## src/rtl/core/ctsh_pkg.sv

```systemverilog
`timescale 1ns / 1ps

package ctsh_pkg;

  // field widths
  localparam int unsigned HourW    = 5;
  localparam int unsigned MinW     = 6;
  localparam int unsigned SecW     = 6;
  localparam int unsigned DebW     = 8;
  localparam int unsigned CntW     = 16;
  localparam int unsigned StepW    = 6;
  localparam int unsigned DeltaW   = 7;
  localparam int unsigned CfgIdxW  = 3;
  localparam int unsigned CfgDataW = 16;

  // time limits
  localparam logic [HourW-1:0] MaxHour = HourW'(23);
  localparam logic [MinW-1:0]  MaxMin  = MinW'(59);
  localparam logic [SecW-1:0]  MaxSec  = SecW'(59);

  // configuration register indexes
  typedef enum logic [CfgIdxW-1:0] {
    CFG_DEBOUNCE = 3'd0,
    CFG_MEDIUM   = 3'd1,
    CFG_FAST     = 3'd2,
    CFG_REPEAT   = 3'd3,
    CFG_FSTEP    = 3'd4,
    CFG_IDLE     = 3'd5
  } cfg_idx_t;

  // configuration reset values
  localparam logic [DebW-1:0]  DebounceRst = DebW'(50);
  localparam logic [CntW-1:0]  MediumRst   = CntW'(500);
  localparam logic [CntW-1:0]  FastRst     = CntW'(2000);
  localparam logic [CntW-1:0]  RepeatRst   = CntW'(250);
  localparam logic [StepW-1:0] FstepRst    = StepW'(5);
  localparam logic [CntW-1:0]  IdleRst     = CntW'(5000);

  // held button codes
  typedef enum logic [1:0] {
    HELD_NONE = 2'd0,
    HELD_UP   = 2'd1,
    HELD_DOWN = 2'd2
  } held_t;

  typedef struct packed {
    logic [DebW-1:0]  debounce_ticks;
    logic [CntW-1:0]  medium_after;
    logic [CntW-1:0]  fast_after;
    logic [CntW-1:0]  repeat_ticks;
    logic [StepW-1:0] fast_step;
    logic [CntW-1:0]  idle_exit;
  } cfg_t;

  typedef struct packed {
    logic             tick;
    logic             up_edge;
    logic             down_edge;
    logic             up_level;
    logic             down_level;
    logic             rtc_valid;
    logic [HourW-1:0] rtc_hours;
    logic [MinW-1:0]  rtc_minutes;
    logic [SecW-1:0]  rtc_seconds;
  } in_req_t;

  typedef struct packed {
    logic [HourW-1:0] cur_hours;
    logic [MinW-1:0]  cur_minutes;
    logic [SecW-1:0]  cur_seconds;
    logic             dots_lit;
    logic             in_setting;
    logic             write_time;
  } out_req_t;

endpackage

```

## src/rtl/core/ctsh_if.sv

```systemverilog
`timescale 1ns / 1ps

// input request channel
interface ctsh_in_if
  import ctsh_pkg::*;
();
  logic             valid;
  logic             ready;
  logic             tick;
  logic             up_edge;
  logic             down_edge;
  logic             up_level;
  logic             down_level;
  logic             rtc_valid;
  logic [HourW-1:0] rtc_hours;
  logic [MinW-1:0]  rtc_minutes;
  logic [SecW-1:0]  rtc_seconds;

  modport source (
    output valid, tick, up_edge, down_edge, up_level, down_level,
           rtc_valid, rtc_hours, rtc_minutes, rtc_seconds,
    input  ready
  );
  modport sink (
    input  valid, tick, up_edge, down_edge, up_level, down_level,
           rtc_valid, rtc_hours, rtc_minutes, rtc_seconds,
    output ready
  );
endinterface

// result request channel
interface ctsh_out_if
  import ctsh_pkg::*;
();
  logic             valid;
  logic             ready;
  logic [HourW-1:0] cur_hours;
  logic [MinW-1:0]  cur_minutes;
  logic [SecW-1:0]  cur_seconds;
  logic             dots_lit;
  logic             in_setting;
  logic             write_time;

  modport source (
    output valid, cur_hours, cur_minutes, cur_seconds, dots_lit,
           in_setting, write_time,
    input  ready
  );
  modport sink (
    input  valid, cur_hours, cur_minutes, cur_seconds, dots_lit,
           in_setting, write_time,
    output ready
  );
endinterface

```

## src/rtl/core/ctsh_cfg.sv

```systemverilog
`timescale 1ns / 1ps

module ctsh_cfg
  import ctsh_pkg::*;
(
  input  logic                clk,
  input  logic                rst_n,
  input  logic                cfg_we,
  input  logic [CfgIdxW-1:0]  cfg_idx,
  input  logic [CfgDataW-1:0] cfg_wdata,
  output cfg_t                cfg
);

  cfg_t cfg_r;

  // register file, writes beyond the list are dropped
  always_ff @(posedge clk) begin
    if (!rst_n) begin
      cfg_r.debounce_ticks <= DebounceRst;
      cfg_r.medium_after   <= MediumRst;
      cfg_r.fast_after     <= FastRst;
      cfg_r.repeat_ticks   <= RepeatRst;
      cfg_r.fast_step      <= FstepRst;
      cfg_r.idle_exit      <= IdleRst;
    end else if (cfg_we) begin
      unique case (cfg_idx)
        CFG_DEBOUNCE: cfg_r.debounce_ticks <= cfg_wdata[DebW-1:0];
        CFG_MEDIUM:   cfg_r.medium_after   <= cfg_wdata;
        CFG_FAST:     cfg_r.fast_after     <= cfg_wdata;
        CFG_REPEAT:   cfg_r.repeat_ticks   <= cfg_wdata;
        CFG_FSTEP:    cfg_r.fast_step      <= cfg_wdata[StepW-1:0];
        CFG_IDLE:     cfg_r.idle_exit      <= cfg_wdata;
        default: ;
      endcase
    end
  end

  assign cfg = cfg_r;

endmodule

```

## src/rtl/core/ctsh_time_step.sv

```systemverilog
`timescale 1ns / 1ps

module ctsh_time_step
  import ctsh_pkg::*;
(
  input  logic [HourW-1:0]  hour,
  input  logic [MinW-1:0]   minute,
  input  logic [DeltaW-1:0] delta,
  input  logic              dir_down,
  output logic [HourW-1:0]  hour_out,
  output logic [MinW-1:0]   minute_out
);

  logic [7:0]        sum;
  logic signed [7:0] diff;
  logic [1:0]        carry;
  logic [5:0]        hsum;

  // minutes move by at most 64, so at most two hour carries or borrows
  always_comb begin
    sum        = {2'b00, minute} + {1'b0, delta};
    diff       = $signed({2'b00, minute}) - $signed({1'b0, delta});
    carry      = 2'd0;
    minute_out = minute;
    hsum       = {1'b0, hour};
    hour_out   = hour;
    if (!dir_down) begin
      if (sum >= 8'd120) begin
        minute_out = 6'(sum - 8'd120);
        carry      = 2'd2;
      end else if (sum >= 8'd60) begin
        minute_out = 6'(sum - 8'd60);
        carry      = 2'd1;
      end else begin
        minute_out = sum[MinW-1:0];
      end
      hsum = {1'b0, hour} + {4'b0000, carry};
      if (hsum >= 6'd24) begin
        hsum = hsum - 6'd24;
      end
    end else begin
      if (diff < -8'sd60) begin
        minute_out = 6'(diff + 8'sd120);
        carry      = 2'd2;
      end else if (diff < 8'sd0) begin
        minute_out = 6'(diff + 8'sd60);
        carry      = 2'd1;
      end else begin
        minute_out = diff[MinW-1:0];
      end
      if ({1'b0, hour} < {4'b0000, carry}) begin
        hsum = {1'b0, hour} + 6'd24 - {4'b0000, carry};
      end else begin
        hsum = {1'b0, hour} - {4'b0000, carry};
      end
    end
    hour_out = hsum[HourW-1:0];
  end

endmodule

```

## src/rtl/core/ctsh_ctrl.sv

```systemverilog
`timescale 1ns / 1ps

module ctsh_ctrl
  import ctsh_pkg::*;
(
  input  logic     clk,
  input  logic     rst_n,
  input  logic     adv,
  input  in_req_t  req,
  input  cfg_t     cfg,
  output out_req_t res
);

  localparam logic [DebW-1:0] DebSat = '1;
  localparam logic [CntW-1:0] CntSat = '1;

  logic [HourW-1:0] hour_r, hour_nxt;
  logic [MinW-1:0]  min_r, min_nxt;
  logic [SecW-1:0]  sec_r, sec_nxt;
  logic             dots_r, dots_nxt;
  logic             set_r, set_nxt;
  held_t            held_r, held_nxt;
  logic [CntW-1:0]  hold_r, hold_nxt;
  logic [CntW-1:0]  rep_r, rep_nxt;
  logic [CntW-1:0]  idle_r, idle_nxt;
  logic [DebW-1:0]  up_cnt_r, up_cnt_nxt;
  logic [DebW-1:0]  dn_cnt_r, dn_cnt_nxt;

  logic [DebW-1:0]   up_cnt1, dn_cnt1;
  logic [CntW-1:0]   hold1, rep1, idle1;
  logic              up_acc, dn_acc, up_step, dn_step, edge_step;
  logic              set_e, rep_fire, rep_step, wr;
  held_t             held1;
  logic [StepW-1:0]  amt;
  logic [DeltaW-1:0] delta;
  logic [HourW-1:0]  hour_st;
  logic [MinW-1:0]   min_st;

  ctsh_time_step u_step (
    .hour       (hour_r),
    .minute     (min_r),
    .delta      (delta),
    .dir_down   (held1 == HELD_DOWN),
    .hour_out   (hour_st),
    .minute_out (min_st)
  );

  // next state for one request
  always_comb begin
    // saturating counters advance on tick
    up_cnt1 = up_cnt_r;
    dn_cnt1 = dn_cnt_r;
    hold1   = hold_r;
    rep1    = rep_r;
    idle1   = idle_r;
    if (req.tick) begin
      if (up_cnt_r != DebSat) up_cnt1 = up_cnt_r + 1'b1;
      if (dn_cnt_r != DebSat) dn_cnt1 = dn_cnt_r + 1'b1;
      if (hold_r != CntSat)   hold1   = hold_r + 1'b1;
      if (rep_r != CntSat)    rep1    = rep_r + 1'b1;
      if (idle_r != CntSat)   idle1   = idle_r + 1'b1;
    end

    // debounced edges, up first
    up_acc    = req.up_edge && (up_cnt1 >= cfg.debounce_ticks);
    dn_acc    = req.down_edge && (dn_cnt1 >= cfg.debounce_ticks);
    up_step   = up_acc && (held_r == HELD_NONE);
    dn_step   = dn_acc && (held_r == HELD_NONE) && !up_step;
    edge_step = up_step || dn_step;
    set_e     = set_r || up_acc || dn_acc;
    held1     = up_step ? HELD_UP : (dn_step ? HELD_DOWN : held_r);

    up_cnt_nxt = up_acc ? '0 : up_cnt1;
    dn_cnt_nxt = dn_acc ? '0 : dn_cnt1;
    hold_nxt   = edge_step ? '0 : hold1;
    idle_nxt   = edge_step ? '0 : idle1;

    sec_nxt  = sec_r;
    dots_nxt = dots_r;
    if (!set_r && (up_acc || dn_acc)) begin
      sec_nxt  = '0;
      dots_nxt = 1'b1;
    end

    // hold repeat, step picked by hold time
    if (hold_nxt >= cfg.fast_after) begin
      amt = cfg.fast_step;
    end else if (hold_nxt >= cfg.medium_after) begin
      amt = StepW'(1);
    end else begin
      amt = '0;
    end
    rep_fire = set_e && (held1 != HELD_NONE) && (rep1 >= cfg.repeat_ticks);
    rep_step = rep_fire && (amt != '0);
    rep_nxt  = rep_fire ? '0 : rep1;
    if (rep_step) idle_nxt = '0;
    wr = edge_step || rep_step;

    // edge and repeat steps share one direction
    delta = DeltaW'({6'b0, edge_step}) + (rep_step ? {1'b0, amt} : '0);

    // clock chip load, or stepped time
    hour_nxt = hour_r;
    min_nxt  = min_r;
    if (!set_e && req.rtc_valid) begin
      hour_nxt = (req.rtc_hours > MaxHour) ? MaxHour : req.rtc_hours;
      min_nxt  = (req.rtc_minutes > MaxMin) ? MaxMin : req.rtc_minutes;
      sec_nxt  = (req.rtc_seconds > MaxSec) ? MaxSec : req.rtc_seconds;
      dots_nxt = !sec_nxt[0];
    end else if (wr) begin
      hour_nxt = hour_st;
      min_nxt  = min_st;
    end

    // idle exit
    set_nxt = set_e;
    if (set_e && (held1 == HELD_NONE) && (idle_nxt >= cfg.idle_exit)) begin
      set_nxt  = 1'b0;
      dots_nxt = 1'b1;
    end

    // button release
    held_nxt = held1;
    if (((held1 == HELD_UP) && req.up_level) ||
        ((held1 == HELD_DOWN) && req.down_level)) begin
      held_nxt = HELD_NONE;
      idle_nxt = '0;
    end

    res.cur_hours   = hour_nxt;
    res.cur_minutes = min_nxt;
    res.cur_seconds = sec_nxt;
    res.dots_lit    = dots_nxt;
    res.in_setting  = set_nxt;
    res.write_time  = wr;
  end

  // state registers
  always_ff @(posedge clk) begin
    if (!rst_n) begin
      hour_r   <= '0;
      min_r    <= '0;
      sec_r    <= '0;
      dots_r   <= 1'b1;
      set_r    <= 1'b0;
      held_r   <= HELD_NONE;
      hold_r   <= '0;
      rep_r    <= '0;
      idle_r   <= '0;
      up_cnt_r <= DebSat;
      dn_cnt_r <= DebSat;
    end else if (adv) begin
      hour_r   <= hour_nxt;
      min_r    <= min_nxt;
      sec_r    <= sec_nxt;
      dots_r   <= dots_nxt;
      set_r    <= set_nxt;
      held_r   <= held_nxt;
      hold_r   <= hold_nxt;
      rep_r    <= rep_nxt;
      idle_r   <= idle_nxt;
      up_cnt_r <= up_cnt_nxt;
      dn_cnt_r <= dn_cnt_nxt;
    end
  end

endmodule

```

## src/rtl/core/clock_time_set_hold_repeat_core.sv

```systemverilog
`timescale 1ns / 1ps
// path: input register, then the state update, then the result register
// throughput: one request per cycle while the result side is not stalled; the state
//   update is a single pass between the input register and the result register
// reset: synchronous active-low rst_n clears both valid stages, time to 00:00:00,
//   dots on, setting mode off, debounce counters saturated, config to defaults

module clock_time_set_hold_repeat_core
  import ctsh_pkg::*;
(
  input  logic                clk,
  input  logic                rst_n,
  ctsh_in_if.sink             in_ch,
  ctsh_out_if.source          out_ch,
  input  logic                cfg_we,
  input  logic [CfgIdxW-1:0]  cfg_idx,
  input  logic [CfgDataW-1:0] cfg_wdata
);

  cfg_t     cfg;
  in_req_t  in_r;
  logic     in_v_r;
  out_req_t res;
  out_req_t out_r;
  logic     out_v_r;
  logic     adv;

  ctsh_cfg u_cfg (
    .clk       (clk),
    .rst_n     (rst_n),
    .cfg_we    (cfg_we),
    .cfg_idx   (cfg_idx),
    .cfg_wdata (cfg_wdata),
    .cfg       (cfg)
  );

  ctsh_ctrl u_ctrl (
    .clk   (clk),
    .rst_n (rst_n),
    .adv   (adv),
    .req   (in_r),
    .cfg   (cfg),
    .res   (res)
  );

  // handshake: process when the result register is free or being drained
  assign adv         = in_v_r && (!out_v_r || out_ch.ready);
  assign in_ch.ready = !in_v_r || adv;

  // input register
  always_ff @(posedge clk) begin
    if (!rst_n) begin
      in_v_r <= 1'b0;
    end else if (in_ch.ready) begin
      in_v_r <= in_ch.valid;
    end
  end

  always_ff @(posedge clk) begin
    if (in_ch.ready && in_ch.valid) begin
      in_r.tick        <= in_ch.tick;
      in_r.up_edge     <= in_ch.up_edge;
      in_r.down_edge   <= in_ch.down_edge;
      in_r.up_level    <= in_ch.up_level;
      in_r.down_level  <= in_ch.down_level;
      in_r.rtc_valid   <= in_ch.rtc_valid;
      in_r.rtc_hours   <= in_ch.rtc_hours;
      in_r.rtc_minutes <= in_ch.rtc_minutes;
      in_r.rtc_seconds <= in_ch.rtc_seconds;
    end
  end

  // result register
  always_ff @(posedge clk) begin
    if (!rst_n) begin
      out_v_r <= 1'b0;
    end else if (adv) begin
      out_v_r <= 1'b1;
    end else if (out_ch.ready) begin
      out_v_r <= 1'b0;
    end
  end

  always_ff @(posedge clk) begin
    if (adv) begin
      out_r <= res;
    end
  end

  assign out_ch.valid       = out_v_r;
  assign out_ch.cur_hours   = out_r.cur_hours;
  assign out_ch.cur_minutes = out_r.cur_minutes;
  assign out_ch.cur_seconds = out_r.cur_seconds;
  assign out_ch.dots_lit    = out_r.dots_lit;
  assign out_ch.in_setting  = out_r.in_setting;
  assign out_ch.write_time  = out_r.write_time;

endmodule

```

## src/flat_wrapper.sv

```systemverilog
// flat-port wrapper written by rule: the top's interface ports become plain ports
module clock_time_set_hold_repeat_core_flat import ctsh_pkg::*;
  (clk, rst_n, cfg_we, cfg_idx, cfg_wdata, in_ch_valid, in_ch_tick, in_ch_up_edge, in_ch_down_edge, in_ch_up_level, in_ch_down_level, in_ch_rtc_valid, in_ch_rtc_hours, in_ch_rtc_minutes, in_ch_rtc_seconds, in_ch_ready, out_ch_valid, out_ch_cur_hours, out_ch_cur_minutes, out_ch_cur_seconds, out_ch_dots_lit, out_ch_in_setting, out_ch_write_time, out_ch_ready);
  ctsh_in_if in_ch_i ();
  ctsh_out_if out_ch_i ();
  input  logic clk;
  input  logic rst_n;
  input  logic cfg_we;
  input  logic [CfgIdxW-1:0] cfg_idx;
  input  logic [CfgDataW-1:0] cfg_wdata;
  input wire logic [$bits(in_ch_i.valid)-1:0] in_ch_valid;
  input wire logic [$bits(in_ch_i.tick)-1:0] in_ch_tick;
  input wire logic [$bits(in_ch_i.up_edge)-1:0] in_ch_up_edge;
  input wire logic [$bits(in_ch_i.down_edge)-1:0] in_ch_down_edge;
  input wire logic [$bits(in_ch_i.up_level)-1:0] in_ch_up_level;
  input wire logic [$bits(in_ch_i.down_level)-1:0] in_ch_down_level;
  input wire logic [$bits(in_ch_i.rtc_valid)-1:0] in_ch_rtc_valid;
  input wire logic [$bits(in_ch_i.rtc_hours)-1:0] in_ch_rtc_hours;
  input wire logic [$bits(in_ch_i.rtc_minutes)-1:0] in_ch_rtc_minutes;
  input wire logic [$bits(in_ch_i.rtc_seconds)-1:0] in_ch_rtc_seconds;
  output wire logic [$bits(in_ch_i.ready)-1:0] in_ch_ready;
  output wire logic [$bits(out_ch_i.valid)-1:0] out_ch_valid;
  output wire logic [$bits(out_ch_i.cur_hours)-1:0] out_ch_cur_hours;
  output wire logic [$bits(out_ch_i.cur_minutes)-1:0] out_ch_cur_minutes;
  output wire logic [$bits(out_ch_i.cur_seconds)-1:0] out_ch_cur_seconds;
  output wire logic [$bits(out_ch_i.dots_lit)-1:0] out_ch_dots_lit;
  output wire logic [$bits(out_ch_i.in_setting)-1:0] out_ch_in_setting;
  output wire logic [$bits(out_ch_i.write_time)-1:0] out_ch_write_time;
  input wire logic [$bits(out_ch_i.ready)-1:0] out_ch_ready;
  assign in_ch_i.valid = in_ch_valid;
  assign in_ch_i.tick = in_ch_tick;
  assign in_ch_i.up_edge = in_ch_up_edge;
  assign in_ch_i.down_edge = in_ch_down_edge;
  assign in_ch_i.up_level = in_ch_up_level;
  assign in_ch_i.down_level = in_ch_down_level;
  assign in_ch_i.rtc_valid = in_ch_rtc_valid;
  assign in_ch_i.rtc_hours = in_ch_rtc_hours;
  assign in_ch_i.rtc_minutes = in_ch_rtc_minutes;
  assign in_ch_i.rtc_seconds = in_ch_rtc_seconds;
  assign in_ch_ready = in_ch_i.ready;
  assign out_ch_valid = out_ch_i.valid;
  assign out_ch_cur_hours = out_ch_i.cur_hours;
  assign out_ch_cur_minutes = out_ch_i.cur_minutes;
  assign out_ch_cur_seconds = out_ch_i.cur_seconds;
  assign out_ch_dots_lit = out_ch_i.dots_lit;
  assign out_ch_in_setting = out_ch_i.in_setting;
  assign out_ch_write_time = out_ch_i.write_time;
  assign out_ch_i.ready = out_ch_ready;
  clock_time_set_hold_repeat_core u_core (.clk(clk), .rst_n(rst_n), .in_ch(in_ch_i), .out_ch(out_ch_i), .cfg_we(cfg_we), .cfg_idx(cfg_idx), .cfg_wdata(cfg_wdata));
endmodule
```

## config.mk

```make
export PLATFORM = sky130hd
export DESIGN_NAME = clock_time_set_hold_repeat_core_flat
export DESIGN_NICKNAME = d
export VERILOG_FILES = /design/src/rtl/core/ctsh_pkg.sv /design/src/rtl/core/ctsh_if.sv /design/src/rtl/core/ctsh_cfg.sv /design/src/rtl/core/ctsh_time_step.sv /design/src/rtl/core/ctsh_ctrl.sv /design/src/rtl/core/clock_time_set_hold_repeat_core.sv /design/src/flat_wrapper.sv
export SDC_FILE = /design/constraint.sdc
export NUM_CORES = 1
export LEC_CHECK = 0
export BUFFER_PORTS_ARGS = -buffer_cell sky130_fd_sc_hd__buf_2
export CAP_MARGIN = 30
export CORE_MARGIN = 10
export CORE_UTILIZATION = 40
export CTS_CLUSTER_DIAMETER = 80
export CTS_CLUSTER_SIZE = 40
export DETAILED_ROUTE_END_ITERATION = 6
export HOLD_SLACK_MARGIN = 0.05
export PLACE_DENSITY = 0.56
export SYNTH_ARGS = -nofsm -noshare
export SYNTH_HDL_FRONTEND = slang
export SYNTH_SLANG_ARGS = --single-unit
```

## constraint.sdc

```tcl
create_clock -name clk -period 9.5 [get_ports clk]
set_clock_uncertainty 0.2 [all_clocks]
set_input_delay 1.425 -clock clk [delete_from_list [all_inputs] [get_ports clk]]
set_output_delay 1.425 -clock clk [all_outputs]
set_load 0.01 [all_outputs]
```

# After elaboration in Yosys (flattened, before gate mapping)
# Cells that the tools add are included.
[totals]
ff_bits = 208
inputBits = 47
out_inout_bits = 22
wordCells = 172
[classes]
addsub = 17
order_cmp = 15
n_eq_ne = 12
n_mux = 52
reduce_logical = 42
[ops]
columns = ["operator", "count"]
rows = [
  ["$mux 16", 11],
  ["$mux 6", 13],
  ["$ge 16x16->1", 4],
  ["$add 16x1->16 const B", 3],
  ["$mux 8", 6],
  ["$ne 16x16->1 const B", 3],
  ["$mux 5", 6],
  ["$add 8x1->8 const B", 2],
  ["$ge 8x8->1", 2],
  ["$logic_and 1x1->1", 16],
  ["$ne 8x8->1 const B", 2],
  ["$mux 2", 7],
  ["$gt 6x6->1 const B", 2],
  ["$reduce_and 2->1", 6],
  ["$sub 6x6->6 const B", 2],
  ["$sub 5x2->5", 2],
  ["$mux 1", 9],
  ["$add 6x7->8", 1],
  ["$ge 8x6->1 const B", 1],
  ["$ge 8x7->1 const B", 1],
  ["$logic_or 1x1->1", 8],
  ["$lt 8x1->1 const B", 1],
  ["$lt 8x7->1 const B", 1],
  ["$sub 6x7->8", 1],
  ["other kinds (19)", 28],
]

# Logic depth before layout (Yosys ltp)
[logic_depth]
depth_word = 28
mapped_depth = 54
depth_no_buf = 51

# Cells and area by module
# Synthesis repeated with hierarchy kept, for this count alone.
[unflattened]
hier_cells = 1513
area_unflattened_um2 = 13307.8
[modules_own_cells]
columns = ["mod", "n_inst", "cells_each", "area_per_inst_um2", "seq_area_each_um2"]
rows = [
  ["ctsh_ctrl", 1, 949, 7295.7, 1701.6],
  ["ctsh_cfg", 1, 293, 3041.7, 1561.5],
  ["ctsh_time_step", 1, 219, 1575.3, 0.0],
  ["clock_time_set_hold_repeat_core", 1, 52, 1395.1, 1331.3],
]

# Worst setup path before layout
# No wires, ideal clock.
[synth_path]
path_kind = "reg2reg"
from = "register u_core.in_r[22] (netlist bit)"
to = "register u_core.out_r (netlist bit u_core.out_ch.cur_hours[3]), data pin"
setup_ns = 0.262
arrival_time_ns = 9.797
t_required_ns = 9.038
path_slack_ns = -0.759
path_stages_with_launch = 49
period_less_slack_ns = 10.259
path_cell_list = "edfxtp_1 > clkbuf_1 > clkinv_1 > a41oi_1 > nand4_1 > inv_1 > nand3_1 > xnor2_1 > ha_1 > and3_1 > o2111a_1 > a22o_1 > buf_2 > nor2_1 > nor3_1 > clkbuf_1 > nor2_1 > ha_1 > [13 not listed] > ha_1 > clkbuf_1 > inv_1 > nor2_1 > o21bai_1 > nand2_1 > or2_2 > ha_1 > inv_1 > ha_1 > ha_1 > fa_1 > xor2_1 > o211ai_1 > o21ai_0 > a21oi_1 > nor2_1 > or2_2"
[synth_lines]
columns = ["item", "line_no", "source"]
rows = [
  ["start: declaration", "clock_time_set_hold_repeat_core.sv:21", "in_req_t in_r;"],
  ["end signal: assignment", "clock_time_set_hold_repeat_core.sv:86", "out_r <= res;"],
  ["end: declaration", "clock_time_set_hold_repeat_core.sv:24", "out_req_t out_r;"],
]

==> summary by stage <==
Logic synthesis
Of the total synthesized cell area, the portion taken by XOR and XNOR cells is 0.0387. The synthesized cell area is 0.0129 mm^2. The flip-flop cell with the highest count after synthesis is sky130_fd_sc_hd__dfxtp_1. The multiplexer fraction of the synthesized cell area is 0.0100. The fraction of the mapped netlist area in compound gates is 0.196. The area share of and/or/nand/nor cells after synthesis is 0.218. The share of the synthesized area in the top cell type is 0.256. The combinational family with the most area after synthesis is simple AND/OR/NAND/NOR gates. The share of the Yosys chip area taken by registers is 0.356. Counting flops with an async set or reset pin after synthesis yields a share of 0.

The number of nets produced by synthesis is 1,713. In the post-synthesis netlist, the biggest area contributors are sky130_fd_sc_hd__dfxtp_1, sky130_fd_sc_hd__ha_1, sky130_fd_sc_hd__edfxtp_1. The largest total area in the synthesized netlist belongs to sky130_fd_sc_hd__dfxtp_1. For this run, the number of Yosys warnings is 0. The number of flops mapped to enable cells by yosys is 43. The post-synthesis average cell area is 8.36 um^2. The post-synthesis adder-cell area fraction is 0.123. The count of different cell masters after synthesis is 83. The instance count of the mapped netlist is 1,542. The synthesized flop and latch total is 208.

Hold path
The hold path depth is 2. The min-delay analysis places its worst path in the category register to register. The beginning of the worst hold path is u_core.u_cfg.cfg[55].

The worst min-delay path endpoint is u_core.u_cfg.cfg[55].

Timing
Based on the critical path, the design can be clocked at up to 109 MHz. For the finished layout, the period the worst path requires is 9.14 ns. The final-report max-slew violation count is 0. Setup violations remaining at the end of the flow were counted as 0. Measured against its own limit, the worst slew margin works out to 0.359. In the finished design, the share of the clock period the worst path needs comes to 0.962. The final count of hold timing violations was 0. For the pin with the worst max-slew slack, the measured transition is 0.959 ns.

Critical path
By instance count, the cell type seen most on the critical path is sky130_fd_sc_hd__nor2_1. The worst-case reg-to-reg path depth is 49. For the worst setup path, the data arrival time is ~9.2 ns. In this run the register-to-register setup slack is 0.36 ns. In this run the worst path has a maximum fanout of 7. The worst setup path is of the register to register kind.

The number of buffers and inverters on the critical path is 4. The worst register-to-register path begins at u_core.u_ctrl.dn_cnt_r[0]. The worst setup path is launched from a register. The slowest cell on the critical path is sky130_fd_sc_hd__or4_4. The endpoint type of the worst setup path is a register.

The critical path's top delay family is simple AND/OR/NAND/NOR gates. For this run, the slowest stage of the critical path takes 0.42 ns. The worst reg2reg path endpoint is u_core.out_ch.cur_hours[3].

Data on the critical path is required at its endpoint by roughly 9.6 ns.

Placed design
The count of input and output buffers is 68. After legalization and detailed placement, the total HPWL measured 25,500 um. Once placement finished, the instance area stood at about 0.014 mm^2. The last weighted congestion value of the routability-driven placer is 0.916.

Final layout
In the final layout, the multi-input gates occupy 0.00795 mm^2. Fill cells in the final layout number 3,143. The final antenna diode count is 0. The layout overhead on the synthesized area is 16.9%. Summing all non-filler instances in the final layout gives an area of around 0.015 mm^2. In the final layout, the share of cells above drive strength 1 is 0.162. The total area of sequential cells is around 0.0046 mm^2. In the final design database the tool counted 1,817 nets.

Floorplanning
The die width is 200 um. The floorplan row count is 65. The core region is 0.0317 mm^2. The effective utilization at floorplan is 0.406. Pin placement for this block handled 69 I/O pins. The vertical die dimension is ~200 um. The die area is 0.0398 mm^2.

Run status
The flow ran to the end, and the final reports show no timing, DRC or antenna violations.

Pwr
Of the total power, combinational logic draws 0.250. The power density over the cells is 153 mW/mm^2. The switching share of power is 0.320. The worst ir drop on vdd is about 130 uV. In this run the static leakage power is 6.05 nW. Overall power consumption after layout is estimated at 0.00231 W.

The total internal power is 0.00157 W. For this design the total switching power over the nets is 0.000739 W. Of the total power, registers draw 0.419. The portion of total power attributed to the clock network is 0.332.

Detailed routing
The number of DRC violations after detailed-routing iteration 0 is 537. In the final routed layout, each cell accounts on average for 17.2 um. The via total after detailed routing is 11,100.

In the routed design, unresolved DRC markers number 0. The via count normalized by instance count is 5.38. Once detail routing completed, the nets flagged for antenna violations numbered 0. The sum of routed wire length over all layers is 35,400 um. Before antenna repair, the detailed router went through 5 iterations.

Clocking
The clock latency on the worst-skew pair is 0.52 ns. The number of clock buffers added by TritonCTS is 17. The number of sinks handled by clock tree synthesis is 208. In this run the number of H-tree levels came out at 1. The clock transition at the registers of the reported paths is about 0.10 ns.

The worst-case clock buffer depth is 3. The buffer cell driving the clock tree root is sky130_fd_sc_hd__clkbuf_16. The TritonCTS clock tree is yes.

Global route
The global routing stage identified its most utilized layer as met2. The met2 usage is 0.297. Entering global routing, the biggest net connects 100 pins.

The sum of overflow across all layers after global routing is 0. The global-route wire length before repair is 56,300 um. The number of antenna violations at the first check in global routing came to 0. The overall track demand over capacity in global routing is 0.175. The via count of the first global-routing pass is 10,600.

The met3 usage is 0.0239. The fraction of met1 tracks used by global routing is 0.228.

Run
The tool flagged a number of max-cap violations equal to 0.
==> power groups by stage <==
stage / clock network [W] / logic, W / registers [W]
floorplan: 0 / 0.000342 / 0.000983
global placement: 0 / 0.000500 / 0.000985
detailed placement: 0 / 0.000504 / 0.000985
CTS: 0.000792 / 0.000514 / 0.000965
global route: 0.000817 / 0.000640 / 0.000971
finish: 0.000765 / 0.000576 / 0.000967
==> layout make-up <==
| type | instances | area share |
|---|---|---|
| clock inverter | 10 | 0.00922 |
| inverter | 108 | 0.0271 |
| sequential | 208 | 0.305 |
| tap | 402 | 0.0334 |
| timing repair buffer | 151 | 0.0674 |
| multi-input combinational | 1160 | 0.527 |
| clock buffer | 20 | 0.0303 |
==> worst max-delay path by stage <==
stage / end / cells past startpoint / startpoint
5_1_grt: u_core.u_ctrl.hour_r[2] / 50 / u_core.u_ctrl.dn_cnt_r[0]
2_1_floorplan: u_core.out_ch.cur_hours[3] / 49 / u_core.u_ctrl.dn_cnt_r[0]
3_3_place_gp: u_core.out_ch.cur_hours[3] / 48 / u_core.u_ctrl.dn_cnt_r[0]
3_5_place_dp: u_core.out_ch.cur_hours[3] / 45 / u_core.u_ctrl.dn_cnt_r[0]
4_1_cts: u_core.out_ch.cur_hours[3] / 46 / u_core.u_ctrl.dn_cnt_r[0]
6_report: u_core.out_ch.cur_hours[3] / 49 / u_core.u_ctrl.dn_cnt_r[0]
==> synthesized netlist by cell type (5+ instances only) <==
library cell,n
sky130_fd_sc_hd__nand2_1,273
sky130_fd_sc_hd__dfxtp_1,165
sky130_fd_sc_hd__ha_1,119
sky130_fd_sc_hd__inv_1,106
sky130_fd_sc_hd__nor2_1,101
sky130_fd_sc_hd__a21boi_0,72
sky130_fd_sc_hd__a21oi_1,66
sky130_fd_sc_hd__o21ai_0,52
sky130_fd_sc_hd__clkbuf_1,47
sky130_fd_sc_hd__edfxtp_1,43
sky130_fd_sc_hd__nand3_1,37
sky130_fd_sc_hd__nor2b_1,35
sky130_fd_sc_hd__xnor2_1,35
sky130_fd_sc_hd__o211ai_1,33
sky130_fd_sc_hd__nor3_1,29
sky130_fd_sc_hd__a22oi_1,27
sky130_fd_sc_hd__nand4_1,25
sky130_fd_sc_hd__xor2_1,22
sky130_fd_sc_hd__a21o_1,19
sky130_fd_sc_hd__nand2b_1,17
sky130_fd_sc_hd__and2_1,15
sky130_fd_sc_hd__o21a_1,14
sky130_fd_sc_hd__and3_1,13
sky130_fd_sc_hd__a31oi_1,11
sky130_fd_sc_hd__a211oi_1,10
sky130_fd_sc_hd__nor3b_1,10
sky130_fd_sc_hd__a22o_1,9
sky130_fd_sc_hd__mux2i_1,8
sky130_fd_sc_hd__nor4_1,8
sky130_fd_sc_hd__or2_2,8
sky130_fd_sc_hd__o21bai_1,7
sky130_fd_sc_hd__and4_1,6
sky130_fd_sc_hd__or3_1,6
sky130_fd_sc_hd__buf_1,5
sky130_fd_sc_hd__fa_1,5
sky130_fd_sc_hd__o31ai_1,5
==> layer usage <==
metal | part of all wire | wire, um
met5 | 0 | 0
met4 | 0.028 | 993
met3 | 0.037 | 1310
met2 | 0.46 | 16400
met1 | 0.47 | 16700
==> per-stage QoR <==
step / instances / TNS, ns / setup WS [ns] / utilization / hold WS [ns]
after global routing: 2059 / -0.379 / -0.114 / 0.475 / 0.290
after floorplan: 1542 / 0 / 0.0199 / - / 0.243
final: 2059 / 0 / 0.364 / 0.475 / 0.269
after global placement: 2008 / -0.222 / -0.165 / 0.440 / 0.253
after detailed placement: 2009 / -0.821 / -0.301 / 0.441 / 0.259
after CTS: 2042 / 0 / 0.0108 / 0.461 / 0.270
==> logic make-up (layout without fill, tap and decap cells) <==
family | after synthesis | after routing
multiplexers | 12 | 12
buffers and inverters | 174 | 289
XOR/XNOR | 57 | 57
adder cells (fa/ha/maj) | 124 | 124
AND/OR/NAND/NOR | 601 | 601
AO/OA/AOI/OAI | 366 | 366
flip-flops | 208 | 208
==> worst register-to-register path: cells and delay by family, from the launching register on <==
kind                     cells  cell delay (ns)
AO/OA/AOI/OAI               15             2.65
XOR/XNOR                     3             0.51
adder cells (fa/ha/maj)      7             1.58
buffers and inverters        4             0.52
flip-flops                   1             0.33
multiplexers                 1             0.28
AND/OR/NAND/NOR             19             2.86
==> layout by cell type (no fill, tap or decap), types with 8 or more instances in the layout <==
cell type	instances
sky130_fd_sc_hd__a211oi_1	8
sky130_fd_sc_hd__a21boi_0	72
sky130_fd_sc_hd__a21o_1	19
sky130_fd_sc_hd__a21oi_1	61
sky130_fd_sc_hd__a22o_1	9
sky130_fd_sc_hd__a22oi_1	27
sky130_fd_sc_hd__a31oi_1	10
sky130_fd_sc_hd__and2_1	15
sky130_fd_sc_hd__and3_1	12
sky130_fd_sc_hd__buf_2	67
sky130_fd_sc_hd__buf_4	80
sky130_fd_sc_hd__clkbuf_16	18
sky130_fd_sc_hd__dfxtp_1	163
sky130_fd_sc_hd__edfxtp_1	43
sky130_fd_sc_hd__ha_1	107
sky130_fd_sc_hd__inv_1	102
sky130_fd_sc_hd__mux2i_1	8
sky130_fd_sc_hd__nand2_1	272
sky130_fd_sc_hd__nand2b_1	16
sky130_fd_sc_hd__nand3_1	35
sky130_fd_sc_hd__nand4_1	25
sky130_fd_sc_hd__nor2_1	91
sky130_fd_sc_hd__nor2b_1	33
sky130_fd_sc_hd__nor3_1	23
sky130_fd_sc_hd__nor3b_1	9
sky130_fd_sc_hd__o211ai_1	33
sky130_fd_sc_hd__o21a_1	14
sky130_fd_sc_hd__o21ai_0	43
sky130_fd_sc_hd__o21ai_1	12
sky130_fd_sc_hd__or2_2	8
sky130_fd_sc_hd__xnor2_1	33
sky130_fd_sc_hd__xor2_1	22
==> sequential cells by signal (all words and copies together) (netlist names), 2 cells and up <==
signal                     cells
u_core.u_ctrl.hour_r           5
u_core.out_ch.cur_seconds      6
u_core.in_r                   23
u_core.u_ctrl.rep_r           16
u_core.u_ctrl.sec_r            6
u_core.u_ctrl.idle_r          16
u_core.out_ch.cur_hours        5
u_core.u_ctrl.up_cnt_r         8
u_core.u_ctrl.min_r            6
u_core.u_ctrl.held_r           2
u_core.u_ctrl.hold_r          16
u_core.u_cfg.cfg              78
u_core.out_ch.cur_minutes      6
u_core.u_ctrl.dn_cnt_r         8
==> timing repair <==
item / CTS / global route
gates cloned: 0 / 1
setup buffers: 3 / 16
hold buffers: 0 / 0
pin swaps: 1 / 39
gates resized for setup: 0 / 79
endpoints found under the setup margin: 7 / 8
No activity file was read; power rests on OpenSTA's default activity.
